File: src/rtl/top_level_assignment_finder_defines.svh
// Assertion macros used by the assignment finder scanner.
`ifndef TOP_LEVEL_ASSIGNMENT_FINDER_DEFINES_SVH
`define TOP_LEVEL_ASSIGNMENT_FINDER_DEFINES_SVH

// Same-cycle implication, checked on every rising edge of clk outside reset.
`define TAF_ASSERT_NOW(label, ante, cons, msg) \
  label: assert property (@(posedge clk) disable iff (rst) (ante) |-> (cons)) \
    else $error(msg);

// Next-cycle implication, checked on every rising edge of clk outside reset.
`define TAF_ASSERT_NEXT(label, ante, cons, msg) \
  label: assert property (@(posedge clk) disable iff (rst) (ante) |=> (cons)) \
    else $error(msg);

`endif

File: src/rtl/taf_pkg.sv
// Types and constants shared by the assignment finder modules.
`timescale 1ns / 1ps
`default_nettype none

package taf_pkg;

  localparam int MAX_TEXT_LEN = 65536;
  localparam int DEPTH_MAX    = 255;

  localparam int IDX_W   = 16;
  localparam int DEPTH_W = $clog2(DEPTH_MAX + 1);

  localparam int LAST_INDEX_INT = (MAX_TEXT_LEN - 1 > 65535) ? 65535 : MAX_TEXT_LEN - 1;
  localparam logic [IDX_W-1:0]   LAST_INDEX = IDX_W'(LAST_INDEX_INT);
  localparam logic [DEPTH_W-1:0] DEPTH_TOP  = DEPTH_W'(DEPTH_MAX);

  localparam logic [7:0] CH_EQ     = 8'h3D;
  localparam logic [7:0] CH_BANG   = 8'h21;
  localparam logic [7:0] CH_LT     = 8'h3C;
  localparam logic [7:0] CH_GT     = 8'h3E;
  localparam logic [7:0] CH_QUOTE  = 8'h22;
  localparam logic [7:0] CH_BSLASH = 8'h5C;
  localparam logic [7:0] CH_LPAR   = 8'h28;
  localparam logic [7:0] CH_RPAR   = 8'h29;
  localparam logic [7:0] CH_LSQ    = 8'h5B;
  localparam logic [7:0] CH_RSQ    = 8'h5D;
  localparam logic [7:0] CH_LCURL  = 8'h7B;
  localparam logic [7:0] CH_RCURL  = 8'h7D;

  typedef struct packed {
    logic       end_of_text;
    logic [7:0] char_code;
  } item_t;

  typedef struct packed {
    logic             depth_overflow;
    logic [IDX_W-1:0] position;
    logic             found;
  } result_t;

endpackage

`default_nettype wire

File: src/rtl/taf_scan.sv
// Scanner state and the per-character update of depths, strings and candidates.
`timescale 1ns / 1ps
`default_nettype none
`include "top_level_assignment_finder_defines.svh"

module taf_scan (
  input  wire logic              clk,
  input  wire logic              rst,
  input  wire logic              adv,
  input  wire taf_pkg::item_t    item,
  output taf_pkg::result_t       result
);

  logic [taf_pkg::DEPTH_W-1:0] paren_depth, paren_depth_next;
  logic [taf_pkg::DEPTH_W-1:0] square_depth, square_depth_next;
  logic [taf_pkg::DEPTH_W-1:0] curly_depth, curly_depth_next;
  logic inside_quotes, inside_quotes_next;
  logic escape_pending, escape_pending_next;
  logic [7:0] previous_char, previous_char_next;
  logic candidate_pending, candidate_pending_next;
  logic [taf_pkg::IDX_W-1:0] candidate_index, candidate_index_next;
  logic match_done, match_done_next;
  logic [taf_pkg::IDX_W-1:0] match_index, match_index_next;
  logic [taf_pkg::IDX_W-1:0] char_counter, char_counter_next;
  logic overflow_seen, overflow_seen_next;
  logic past_limit, past_limit_next;

  logic [7:0] c;
  logic       top_level;
  logic       prev_blocks;
  logic       depth_in_range;
  logic       state_cleared;

  assign c           = item.char_code;
  assign top_level   = (paren_depth == '0) && (square_depth == '0) && (curly_depth == '0);
  assign prev_blocks = (previous_char == taf_pkg::CH_EQ) || (previous_char == taf_pkg::CH_BANG) ||
                       (previous_char == taf_pkg::CH_LT) || (previous_char == taf_pkg::CH_GT);

  assign depth_in_range = (paren_depth <= taf_pkg::DEPTH_TOP) &&
                          (square_depth <= taf_pkg::DEPTH_TOP) &&
                          (curly_depth <= taf_pkg::DEPTH_TOP);
  assign state_cleared  = (char_counter == '0) && !match_done && !overflow_seen;

  always_comb begin
    paren_depth_next       = paren_depth;
    square_depth_next      = square_depth;
    curly_depth_next       = curly_depth;
    inside_quotes_next     = inside_quotes;
    escape_pending_next    = escape_pending;
    candidate_pending_next = candidate_pending;
    candidate_index_next   = candidate_index;
    match_done_next        = match_done;
    match_index_next       = match_index;
    char_counter_next      = char_counter;
    overflow_seen_next     = overflow_seen;
    past_limit_next        = past_limit;
    previous_char_next     = c;
    result                 = '0;

    // A pending '=' is confirmed unless this character is another '='.
    if (candidate_pending) begin
      if (c != taf_pkg::CH_EQ && !match_done) begin
        match_done_next  = 1'b1;
        match_index_next = candidate_index;
      end
      candidate_pending_next = 1'b0;
    end

    if (inside_quotes) begin
      if (escape_pending) begin
        escape_pending_next = 1'b0;
      end else if (c == taf_pkg::CH_BSLASH) begin
        escape_pending_next = 1'b1;
      end else if (c == taf_pkg::CH_QUOTE) begin
        inside_quotes_next = 1'b0;
      end
    end else begin
      case (c)
        taf_pkg::CH_QUOTE: inside_quotes_next = 1'b1;
        taf_pkg::CH_LPAR: begin
          if (paren_depth >= taf_pkg::DEPTH_TOP) overflow_seen_next = 1'b1;
          else paren_depth_next = paren_depth + 1'b1;
        end
        taf_pkg::CH_RPAR: begin
          if (paren_depth != '0) paren_depth_next = paren_depth - 1'b1;
        end
        taf_pkg::CH_LSQ: begin
          if (square_depth >= taf_pkg::DEPTH_TOP) overflow_seen_next = 1'b1;
          else square_depth_next = square_depth + 1'b1;
        end
        taf_pkg::CH_RSQ: begin
          if (square_depth != '0) square_depth_next = square_depth - 1'b1;
        end
        taf_pkg::CH_LCURL: begin
          if (curly_depth >= taf_pkg::DEPTH_TOP) overflow_seen_next = 1'b1;
          else curly_depth_next = curly_depth + 1'b1;
        end
        taf_pkg::CH_RCURL: begin
          if (curly_depth != '0) curly_depth_next = curly_depth - 1'b1;
        end
        taf_pkg::CH_EQ: begin
          if (top_level && !past_limit && !match_done_next && !prev_blocks) begin
            candidate_pending_next = 1'b1;
            candidate_index_next   = char_counter;
          end
        end
        default: ;
      endcase
    end

    if (!past_limit) begin
      if (char_counter == taf_pkg::LAST_INDEX) past_limit_next = 1'b1;
      else char_counter_next = char_counter + 1'b1;
    end

    // On the final character a candidate counts as confirmed; then all state clears.
    if (item.end_of_text) begin
      result.found          = match_done_next || candidate_pending_next;
      result.position       = match_done_next ? match_index_next :
                              (candidate_pending_next ? candidate_index_next : '0);
      result.depth_overflow = overflow_seen_next;
      paren_depth_next       = '0;
      square_depth_next      = '0;
      curly_depth_next       = '0;
      inside_quotes_next     = 1'b0;
      escape_pending_next    = 1'b0;
      previous_char_next     = '0;
      candidate_pending_next = 1'b0;
      candidate_index_next   = '0;
      match_done_next        = 1'b0;
      match_index_next       = '0;
      char_counter_next      = '0;
      overflow_seen_next     = 1'b0;
      past_limit_next        = 1'b0;
    end
  end

  always_ff @(posedge clk) begin
    if (rst) begin
      paren_depth       <= '0;
      square_depth      <= '0;
      curly_depth       <= '0;
      inside_quotes     <= 1'b0;
      escape_pending    <= 1'b0;
      previous_char     <= '0;
      candidate_pending <= 1'b0;
      candidate_index   <= '0;
      match_done        <= 1'b0;
      match_index       <= '0;
      char_counter      <= '0;
      overflow_seen     <= 1'b0;
      past_limit        <= 1'b0;
    end else if (adv) begin
      paren_depth       <= paren_depth_next;
      square_depth      <= square_depth_next;
      curly_depth       <= curly_depth_next;
      inside_quotes     <= inside_quotes_next;
      escape_pending    <= escape_pending_next;
      previous_char     <= previous_char_next;
      candidate_pending <= candidate_pending_next;
      candidate_index   <= candidate_index_next;
      match_done        <= match_done_next;
      match_index       <= match_index_next;
      char_counter      <= char_counter_next;
      overflow_seen     <= overflow_seen_next;
      past_limit        <= past_limit_next;
    end
  end

  `TAF_ASSERT_NOW(a_depth_bound, 1'b1, depth_in_range, "nesting depth above its bound")
  `TAF_ASSERT_NOW(a_escape_in_string, escape_pending, inside_quotes, "escape outside a string")
  `TAF_ASSERT_NOW(a_single_match, candidate_pending, !match_done, "candidate after a match")
  `TAF_ASSERT_NEXT(a_clear_after_last, adv && item.end_of_text, state_cleared, "state not cleared")

endmodule

`default_nettype wire

File: src/rtl/taf_out_reg.sv
// Output register that holds one result word until the downstream side takes it.
`timescale 1ns / 1ps
`default_nettype none

module taf_out_reg (
  input  wire logic              clk,
  input  wire logic              rst,
  input  wire logic              load,
  input  wire taf_pkg::result_t  result,
  input  wire logic              m_tready,
  output logic                   m_tvalid,
  output logic [23:0]            m_tdata
);

  taf_pkg::result_t held;

  always_ff @(posedge clk) begin
    if (rst) begin
      m_tvalid <= 1'b0;
    end else if (load) begin
      m_tvalid <= 1'b1;
    end else if (m_tready) begin
      m_tvalid <= 1'b0;
    end
  end

  always_ff @(posedge clk) begin
    if (load) begin
      held <= result;
    end
  end

  assign m_tdata = {6'b0, held};

endmodule

`default_nettype wire

File: src/rtl/top_level_assignment_finder.sv
// Top level of the assignment finder: input register, scanner and output register.
`timescale 1ns / 1ps
`default_nettype none

// The block scans a text one character per word and reports, on the word
// marked with tlast, whether an '=' stood outside all parentheses, brackets,
// braces and double-quoted strings and was not part of '==', '!=', '<=' or
// '>='. The result word carries the zero-based position of the first such
// sign and a flag that tells whether an opener met a nesting depth already
// at its bound during the text. Each character word is captured in an input
// register; the scanner state is updated from it as it leaves that register,
// and at that edge a final word's result loads the output register and
// m_tvalid rises. So one word is taken every clock cycle unless a final word
// is stalled. The only stall comes from the output register: a final
// character waits in the input register while an earlier result has not
// yet been taken.
// Characters beyond index 65535 still steer depths and strings but cannot
// be reported as a position.

module top_level_assignment_finder (
  input  wire logic        clk,
  input  wire logic        rst,
  input  wire logic        s_tvalid,
  output logic             s_tready,
  input  wire logic [7:0]  s_tdata,   // [7:0] char_code
  input  wire logic        s_tlast,   // end_of_text
  output logic             m_tvalid,
  input  wire logic        m_tready,
  output logic [23:0]      m_tdata    // [0] found, [16:1] position, [17] depth_overflow
);

  logic             in_valid;
  taf_pkg::item_t   in_item;
  logic             adv;
  taf_pkg::result_t result;

  // A word with no result always moves on; a final word needs the output slot.
  assign adv      = in_valid && (!in_item.end_of_text || !m_tvalid || m_tready);
  assign s_tready = !in_valid || adv;

  always_ff @(posedge clk) begin
    if (rst) begin
      in_valid <= 1'b0;
    end else if (s_tready) begin
      in_valid <= s_tvalid;
    end
  end

  always_ff @(posedge clk) begin
    if (s_tready && s_tvalid) begin
      in_item.char_code   <= s_tdata;
      in_item.end_of_text <= s_tlast;
    end
  end

  taf_scan u_scan (
    .clk    (clk),
    .rst    (rst),
    .adv    (adv),
    .item   (in_item),
    .result (result)
  );

  taf_out_reg u_out (
    .clk      (clk),
    .rst      (rst),
    .load     (adv && in_item.end_of_text),
    .result   (result),
    .m_tready (m_tready),
    .m_tvalid (m_tvalid),
    .m_tdata  (m_tdata)
  );

endmodule

`default_nettype wire

File: config.mk
export PLATFORM = sky130hd
export DESIGN_NAME = top_level_assignment_finder
export DESIGN_NICKNAME = d
export VERILOG_FILES = /design/src/rtl/taf_pkg.sv /design/src/rtl/taf_scan.sv /design/src/rtl/taf_out_reg.sv /design/src/rtl/top_level_assignment_finder.sv
export VERILOG_INCLUDE_DIRS = /design/src /design/src/rtl
export SDC_FILE = /design/constraint.sdc
export NUM_CORES = 1
export LEC_CHECK = 0
export BUFFER_PORTS_ARGS = -buffer_cell sky130_fd_sc_hd__buf_4
export CAP_MARGIN = 40
export CORE_MARGIN = 2
export CORE_UTILIZATION = 40
export CTS_BUF_LIST = sky130_fd_sc_hd__clkbuf_8
export CTS_CLUSTER_DIAMETER = 50
export DETAILED_ROUTE_END_ITERATION = 10
export PLACE_DENSITY = 0.58
export SLEW_MARGIN = 20
export SYNTH_ARGS = -nofsm -noshare
export SYNTH_HDL_FRONTEND = slang
export SYNTH_SLANG_ARGS = --single-unit
export TNS_END_PERCENT = 10
File: constraint.sdc
create_clock -name clk -period 3.51 [get_ports clk]
set_input_delay 0.702 -clock clk [delete_from_list [all_inputs] [get_ports clk]]
set_output_delay 0.702 -clock clk [all_outputs]
set_load 0.03 [all_outputs]
==> results of run 1 <==
==> final cells by class <==
class                   count  share of cell area
clock buffers              19              0.0404
clock inverters            12              0.0219
inverters                  11             0.00638
multi-input cells         433               0.442
flip-flops and latches    115               0.398
well taps                 180              0.0348
repair buffers             49              0.0565
==> power by group <==
| group | total [W] | internal (W) | switching [W] |
|---|---|---|---|
| Sequential | 0.00139 | 0.00137 | 0.0000184 |
| Clock | 0.00125 | 0.000725 | 0.000529 |
| Combinational | 0.000131 | 0.0000378 | 0.0000930 |
==> layout by cell type, fill, tap and decap left out, types with 19 or more instances in the layout <==
cell type | netlist | layout
sky130_fd_sc_hd__dfxtp_1 | 88 | 88
sky130_fd_sc_hd__nor2_1 | 79 | 79
sky130_fd_sc_hd__buf_4 | 7 | 48
sky130_fd_sc_hd__a21oi_1 | 38 | 38
sky130_fd_sc_hd__nand2_1 | 30 | 30
sky130_fd_sc_hd__edfxtp_1 | 27 | 27
sky130_fd_sc_hd__nand3_1 | 26 | 26
sky130_fd_sc_hd__nor3_1 | 23 | 23
sky130_fd_sc_hd__ha_1 | 19 | 19
sky130_fd_sc_hd__clkbuf_8 | 0 | 19
==> worst min-delay path by stage <==
| stage | from | to | slack (ns) |
|---|---|---|---|
| floorplan | u_scan.previous_char[7]$_SDFFE_PP0P_ | u_scan.previous_char[7]$_SDFFE_PP0P_ | 0.43 |
| global placement | u_scan.previous_char[7]$_SDFFE_PP0P_ | u_scan.previous_char[7]$_SDFFE_PP0P_ | 0.44 |
| detailed placement | u_scan.previous_char[5]$_SDFFE_PP0P_ | u_scan.previous_char[5]$_SDFFE_PP0P_ | 0.44 |
| CTS | s_tdata[3] | in_item[3]$_DFFE_PP_ | 0.41 |
| global route | s_tdata[4] | in_item[4]$_DFFE_PP_ | 0.40 |
| finish | s_tdata[1] | in_item[1]$_DFFE_PP_ | 0.44 |
==> cells by family (layout without fill, tap and decap cells) <==
kind of cell             Yosys count  count (layout)  synth area share
adder cells (fa/ha/maj)           22              22            0.0526
buffers and inverters             54              91            0.0431
other                              1               6          0.000663
XOR/XNOR                          29              29            0.0449
AND/OR/NAND/NOR                  238             238             0.227
multiplexers                       2               2           0.00354
AO/OA/AOI/OAI                    136             136             0.173
flip-flops                       115             115             0.455
==> through the flow <==
step	utilization	worst slack (ns)	total power (W)
after global placement	0.438	0.672	0.00154
after global routing	0.468	0.380	0.00289
after detailed placement	0.439	0.608	0.00155
final	0.468	0.585	0.00277
after CTS	0.468	0.569	0.00281
after floorplan	-	0.528	0.00150
==> metal layers <==
layer / track usage / vias up / part of all wire
met5: 0 / - / 0
met1: 0.233 / 2276 / 0.45
met3: 0.0563 / 21 / 0.042
met4: 0.0668 / 0 / 0.018
met2: 0.309 / 113 / 0.49
li1: - / 2291 / -
==> critical path, cell delays in order, from the launching register on <==
cell	delay, ns
sky130_fd_sc_hd__edfxtp_1	0.48
sky130_fd_sc_hd__nand4bb_1	0.37
sky130_fd_sc_hd__nor2_1	0.18
sky130_fd_sc_hd__buf_4	0.19
sky130_fd_sc_hd__ha_1	0.24
sky130_fd_sc_hd__a21oi_1	0.19
sky130_fd_sc_hd__o211ai_1	0.15
sky130_fd_sc_hd__o41ai_1	0.34
sky130_fd_sc_hd__xor2_1	0.13
sky130_fd_sc_hd__or4_1	0.41
sky130_fd_sc_hd__a31oi_1	0.16
==> sequential cells by signal (all words and copies together) (netlist names) <==
name                      cells
u_out.m_tvalid                1
u_scan.match_done             1
u_scan.square_depth           8
in_valid                      1
u_scan.inside_quotes          1
in_item                       9
u_scan.match_index           16
u_scan.candidate_index       16
u_scan.past_limit             1
u_scan.escape_pending         1
u_scan.curly_depth            8
u_scan.paren_depth            8
u_out.m_tdata                18
u_scan.overflow_seen          1
u_scan.char_counter          16
u_scan.previous_char          8
u_scan.candidate_pending      1
==> summary.md, run 1 <==
Detailed routing
• Remaining DRCs: 0
• via count: 4,701
• Starting DRT DRC Count: 308
• post-detailed-routing wire length: 13,400 um
• antenna-violating nets left: 0
• wire per inst: 16.4 um
• number of detailed-routing iterations run before antenna repair: 6
• routed via count divided by cell count: 5.74

Clocking
• CTS Root Buffer Type: sky130_fd_sc_hd__clkbuf_8
• PostCTS Resize Cnt: 0
• CTS clock-pin slew for the worst setup and hold paths: 0.06 ns
• CTS tree: built
• Post-CTS Setup Repair Bufs: 0
• Longest Clk Path Bufs: 2
• clock insertion delay at the later pin of the skew report: 0.44 ns
• hold buffers post-CTS: 0
• number of clock sinks: 115
• htree depth: 4
• number of CTS-inserted buffers: 17

Worst setup path
• Crit path arrival time: 3.28 ns
• worst setup path endpoint: u_scan.square_depth[7]$_SDFFE_PP0P_
• timing startpoint of the critical path: in_item[7]$_DFFE_PP_
• Data required, critical path: 3.86 ns
• Critical Path Source Type: flip-flop
• worst flop-to-flop path startpoint: in_item[7]$_DFFE_PP_
• number of cell instances on the worst register-to-register path: 10
• internal reg-to-reg setup slack: 0.59 ns
• crit path max fanout: 8
• critical setup path kind: flip-flop to flip-flop
• reg-to-reg endpoint: u_scan.square_depth[7]$_SDFFE_PP0P_
• kind of end point of the critical path: flip-flop

STA
• portion of the clock cycle consumed by the worst path in the final layout: 0.833
• relative slew slack: 0.468
• clock tree skew after final layout: 0.0159 ns
• final slew viol count: 0
• hold violation total from the final report: 0
• unrepaired setup endpoints after global routing: false
• fin crit period: 2.92 ns
• worst hold slack: 0.440 ns
• actual slew at the worst max-slew pin: 0.797 ns
• achievable frequency: 342 MHz
• setup-violating endpoint count in the final report: 0
• Total Negative Setup Slacks: 0 ns

Global routing
• largest net degree at the start of global routing: 65
• first-pass GRT wire length: 22,100 um
• via count of the first global-routing pass: 4,498
• remaining global-route overflow: 0
• global-route usage over all layers: 0.188
• number of antenna violations at the first check in global routing: 0

Placement
• area post-placement: 0.00607 sq mm
• number of placed instances with taps included: 788
• routability-driven placement congestion ratio: 0.843
• hpwl dp: 8960 um
• IO buf count: 32

Synthesis
• most frequent cells after synthesis: 88 x sky130_fd_sc_hd__dfxtp_1, 79 x sky130_fd_sc_hd__nor2_1, 38 x sky130_fd_sc_hd__a21oi_1
• area leader, netlist: sky130_fd_sc_hd__dfxtp_1
• synth top area cells: sky130_fd_sc_hd__dfxtp_1 31%, sky130_fd_sc_hd__edfxtp_1 14%, sky130_fd_sc_hd__nor2_1 5.2%, sky130_fd_sc_hd__ha_1 4.2%, sky130_fd_sc_hd__a21oi_1 3.4%
• predominant post-synthesis flop cell: sky130_fd_sc_hd__dfxtp_1
• cell with the most instances after synthesis: sky130_fd_sc_hd__dfxtp_1
• synthesis-stage register bit count: 115
• Post-synth EDFFs: 27
• sequential-to-total area share from yosys stat: 0.455
• Yosys warning count: 0
• FFs w/ async S/R, synth: 0
• number of cells produced by synthesis: 597
• post-synthesis cell type count: 64
• area share of the largest cell type after synthesis: 0.311
• post-synthesis average cell area: 9.48 sq um
• area of the mapped netlist: 0.00566 sq mm

Finish
• FF/Latch Area: 0.00257 sq mm
• Antenna Diode Count: 0
• synth-to-layout area growth: 14.3%
• count of nets after finishing: 662
• share of post-route cells with drive strength above 1: 0.135
• Filler Cell Count: 1,318
• footprint of the multi-input gates: 0.00286 sq mm
• Final Instance Area: 0.00647 sq mm
• Cell Count, Final, Fillers Out: 819

Floorplanning
• starting density of the core: 0.409
• placeable core region: 0.0138 sq mm
• # rows: 43
• number of top-level pins: 39
• area of the die: 0.0151 sq mm
• width of the die: 123 um
• Chip Height: 123 um

Min path
• WHS Path Cells: 1
• Worst Hold Class: input pin to flip-flop

Run
• # Max-Cap Violations: 0

Power
• Leakage Power: 2.41 nW
• IR drop worst, VDD: 0.347 mV
• power per unit of standard cell area: 428 mW/mm^2

Run status
• run status: complete, no violations

No activity file was read; power rests on OpenSTA's default activity.
==> inputs of run 2 (changes only) <==
--- a/config.mk
+++ b/config.mk
@@ -13,7 +13,7 @@
 export CTS_BUF_LIST = sky130_fd_sc_hd__clkbuf_8
 export CTS_CLUSTER_DIAMETER = 50
 export DETAILED_ROUTE_END_ITERATION = 10
-export PLACE_DENSITY = 0.58
+export PLACE_DENSITY = 0.6
 export SLEW_MARGIN = 20
 export SYNTH_ARGS = -nofsm -noshare
 export SYNTH_HDL_FRONTEND = slang
==> constraint.sdc (replaced) <==
create_clock -name clk -period 2.5 [get_ports clk]
set_input_delay 0.5 -clock clk [delete_from_list [all_inputs] [get_ports clk]]
set_output_delay 0.5 -clock clk [all_outputs]
set_load 0.03 [all_outputs]
==> run 2 against run 1 <==
Net effect:
- critical endpoint is now u_scan.curly_depth[7]$_SDFFE_PP0P_
- die area did not move
- first-iteration DRC count is 73% higher
- the flow now finishes with violations (negative setup slack)
- worst setup slack got worse by 0.77 ns
- final cell count up 7.0%
- largest power group is now clock
- combinational power up 80%
- worst hold slack worse by 0.20 ns
==> summary.md, run 2 (same netlist as run 1, synthesis figures left out) <==
Global routing
• via count of the first global-routing pass: 4,771
• largest net degree at the start of global routing: 49
• global-route usage over all layers: 0.197
• number of antenna violations at the first check in global routing: 0
• remaining global-route overflow: 0
• first-pass GRT wire length: 23,200 um

Floorplanning
• Chip Height: 123 um
• width of the die: 123 um
• number of top-level pins: 39
• # rows: 43
• starting density of the core: 0.409
• placeable core region: 0.0138 sq mm
• area of the die: 0.0151 sq mm

Power
• P_sw: 0.000964 W
• Internal Dissipation: 0.00321 W
• clock share of power: 0.479
• Comb power frac: 0.057
• overall power of the completed layout: 0.00418 W
• sequential cell fraction of total power: 0.464
• Leakage Power: 2.74 nW
• Sw Share: 0.231
• power per unit of standard cell area: 591 mW/mm^2
• IR drop worst, VDD: 0.638 mV

STA
• actual slew at the worst max-slew pin: 0.723 ns
• unrepaired setup endpoints after global routing: true
• worst hold slack: 0.236 ns
• final slew viol count: 0
• hold violation total from the final report: 0
• portion of the clock cycle consumed by the worst path in the final layout: 1.08
• fin crit period: 2.69 ns
• setup-violating endpoint count in the final report: 7
• clock tree skew after final layout: 0.0121 ns
• relative slew slack: 0.518
• post-layout worst setup margin: -0.188 ns
• achievable frequency: 372 MHz

Worst setup path
• buffering stage count on the worst path with inverters included: 0
• Crit path arrival time: 3.06 ns
• standard cell with the maximum stage delay on the critical path: sky130_fd_sc_hd__edfxtp_1
• maximum cell stage delay along the critical path: 0.44 ns
• reg-to-reg endpoint: u_scan.curly_depth[7]$_SDFFE_PP0P_
• critical setup path kind: flip-flop to flip-flop
• cell family contributing the most delay on the critical path: simple AND/OR/NAND/NOR gates
• kind of end point of the critical path: flip-flop
• crit path max fanout: 6
• Critical Path Source Type: flip-flop
• worst flop-to-flop path startpoint: in_item[7]$_DFFE_PP_
• number of cell instances on the worst register-to-register path: 9
• Data required, critical path: 2.87 ns
• internal reg-to-reg setup slack: -0.19 ns
• crit path cell chain: nand3b_1, nor3_4, ha_1, a21oi_2, o211ai_1, o41ai_2, xor2_1, or4_1, a31oi_1

Run
• # Max-Cap Violations: 0

Clocking
• Longest Clk Path Bufs: 2
• CTS Root Buffer Type: sky130_fd_sc_hd__clkbuf_8
• number of CTS-inserted buffers: 17
• clock insertion delay at the later pin of the skew report: 0.44 ns
• htree depth: 4
• number of clock sinks: 115
• CTS tree: built
• CTS clock-pin slew for the worst setup and hold paths: 0.08 ns
• hold buffers post-CTS: 0

Detailed routing
• antenna-violating nets left: 0
• Starting DRT DRC Count: 534
• routed via count divided by cell count: 5.59
• number of detailed-routing iterations run before antenna repair: 5
• post-detailed-routing wire length: 14,200 um
• via count: 4,896
• Remaining DRCs: 0
• wire per inst: 16.2 um

Finish
• commonest non-fill, non-tap cells in the layout: 100 x sky130_fd_sc_hd__buf_4, 88 x sky130_fd_sc_hd__dfxtp_1, 78 x sky130_fd_sc_hd__nor2_1, 32 x sky130_fd_sc_hd__a21oi_1, 30 x sky130_fd_sc_hd__nand2_1
• Largest register FFs: 18
• leading cell type in the layout, fill and taps excluded: sky130_fd_sc_hd__buf_4
• Antenna Diode Count: 0
• count of nets after finishing: 718
• synth-to-layout area growth: 25.0%
• share of post-route cells with drive strength above 1: 0.228
• Final Instance Area: 0.00707 sq mm
• final core utilization: 0.511

Min path
• WHS Path Cells: 1
• WHS Endpoint: in_item[6]$_DFFE_PP_
• hold wc startpoint: s_tdata[6]
• Worst Hold Class: input pin to flip-flop

Placement
• area post-placement: 0.00644 sq mm
• routability-driven placement congestion ratio: 0.834
• IO buf count: 32
• hpwl dp: 9520 um

Run status
• violated checks: negative setup slack
• run status: finished with violations

## run 2: layout make-up
class / instances / area, sq um
Fill cell: 1269 / 6760
Multi-Input combinational cell: 433 / 2960
Sequential cell: 115 / 2570
Timing Repair Buffer: 105 / 818
Clock buffer: 18 / 248
Tap cell: 180 / 225
Clock inverter: 14 / 209
Inverter: 11 / 41.3
## run 2: timing repair
action | in CTS | in global routing
endpoints found under the setup margin | 7 | 11
resized for setup | 5 | 9
pin swaps | 1 | 11
buffers inserted | 0 | 14
## run 2: power groups by stage
stage	Sequential (W)	Combinational (W)	Clock [W]
after floorplan	0.00199	0.000126	0
after global placement	0.00198	0.000219	0
after detailed placement	0.00198	0.000221	0
after CTS	0.00194	0.000221	0.00203
after global routing	0.00194	0.000255	0.00212
final	0.00194	0.000236	0.00200
## run 2: how the worst max path moves through the flow
stage / end / cells past startpoint / startpoint / slack (ns)
2_1_floorplan: u_scan.curly_depth[7]$_SDFFE_PP0P_ / 9 / in_item[1]$_DFFE_PP_ / -0.08
3_3_place_gp: u_scan.paren_depth[7]$_SDFFE_PP0P_ / 10 / in_item[7]$_DFFE_PP_ / -0.06
3_5_place_dp: u_scan.square_depth[7]$_SDFFE_PP0P_ / 9 / in_item[7]$_DFFE_PP_ / -0.16
4_1_cts: u_scan.curly_depth[7]$_SDFFE_PP0P_ / 9 / in_item[3]$_DFFE_PP_ / -0.12
5_1_grt: u_scan.curly_depth[7]$_SDFFE_PP0P_ / 9 / in_item[7]$_DFFE_PP_ / -0.35
6_report: u_scan.curly_depth[7]$_SDFFE_PP0P_ / 9 / in_item[7]$_DFFE_PP_ / -0.19
## run 2: metrics by stage
step,setup slack (ns),TNS (ns),std cells
4_1_cts,-0.120,-0.120,861
2_1_floorplan,-0.0757,-0.157,602
3_5_place_dp,-0.156,-0.736,829
6_report,-0.188,-0.659,876
3_3_place_gp,-0.0625,-0.149,829
5_1_grt,-0.347,-1.85,876
## run 2: metal layers
metal  vias to the layer above  GRT usage  routed length, um
li1                       2404          -                  -
met1                      2359      0.251               6390
met5                         -          0                  0
met2                       117      0.327               7010
met3                        16     0.0517                658
met4                         0     0.0582                154
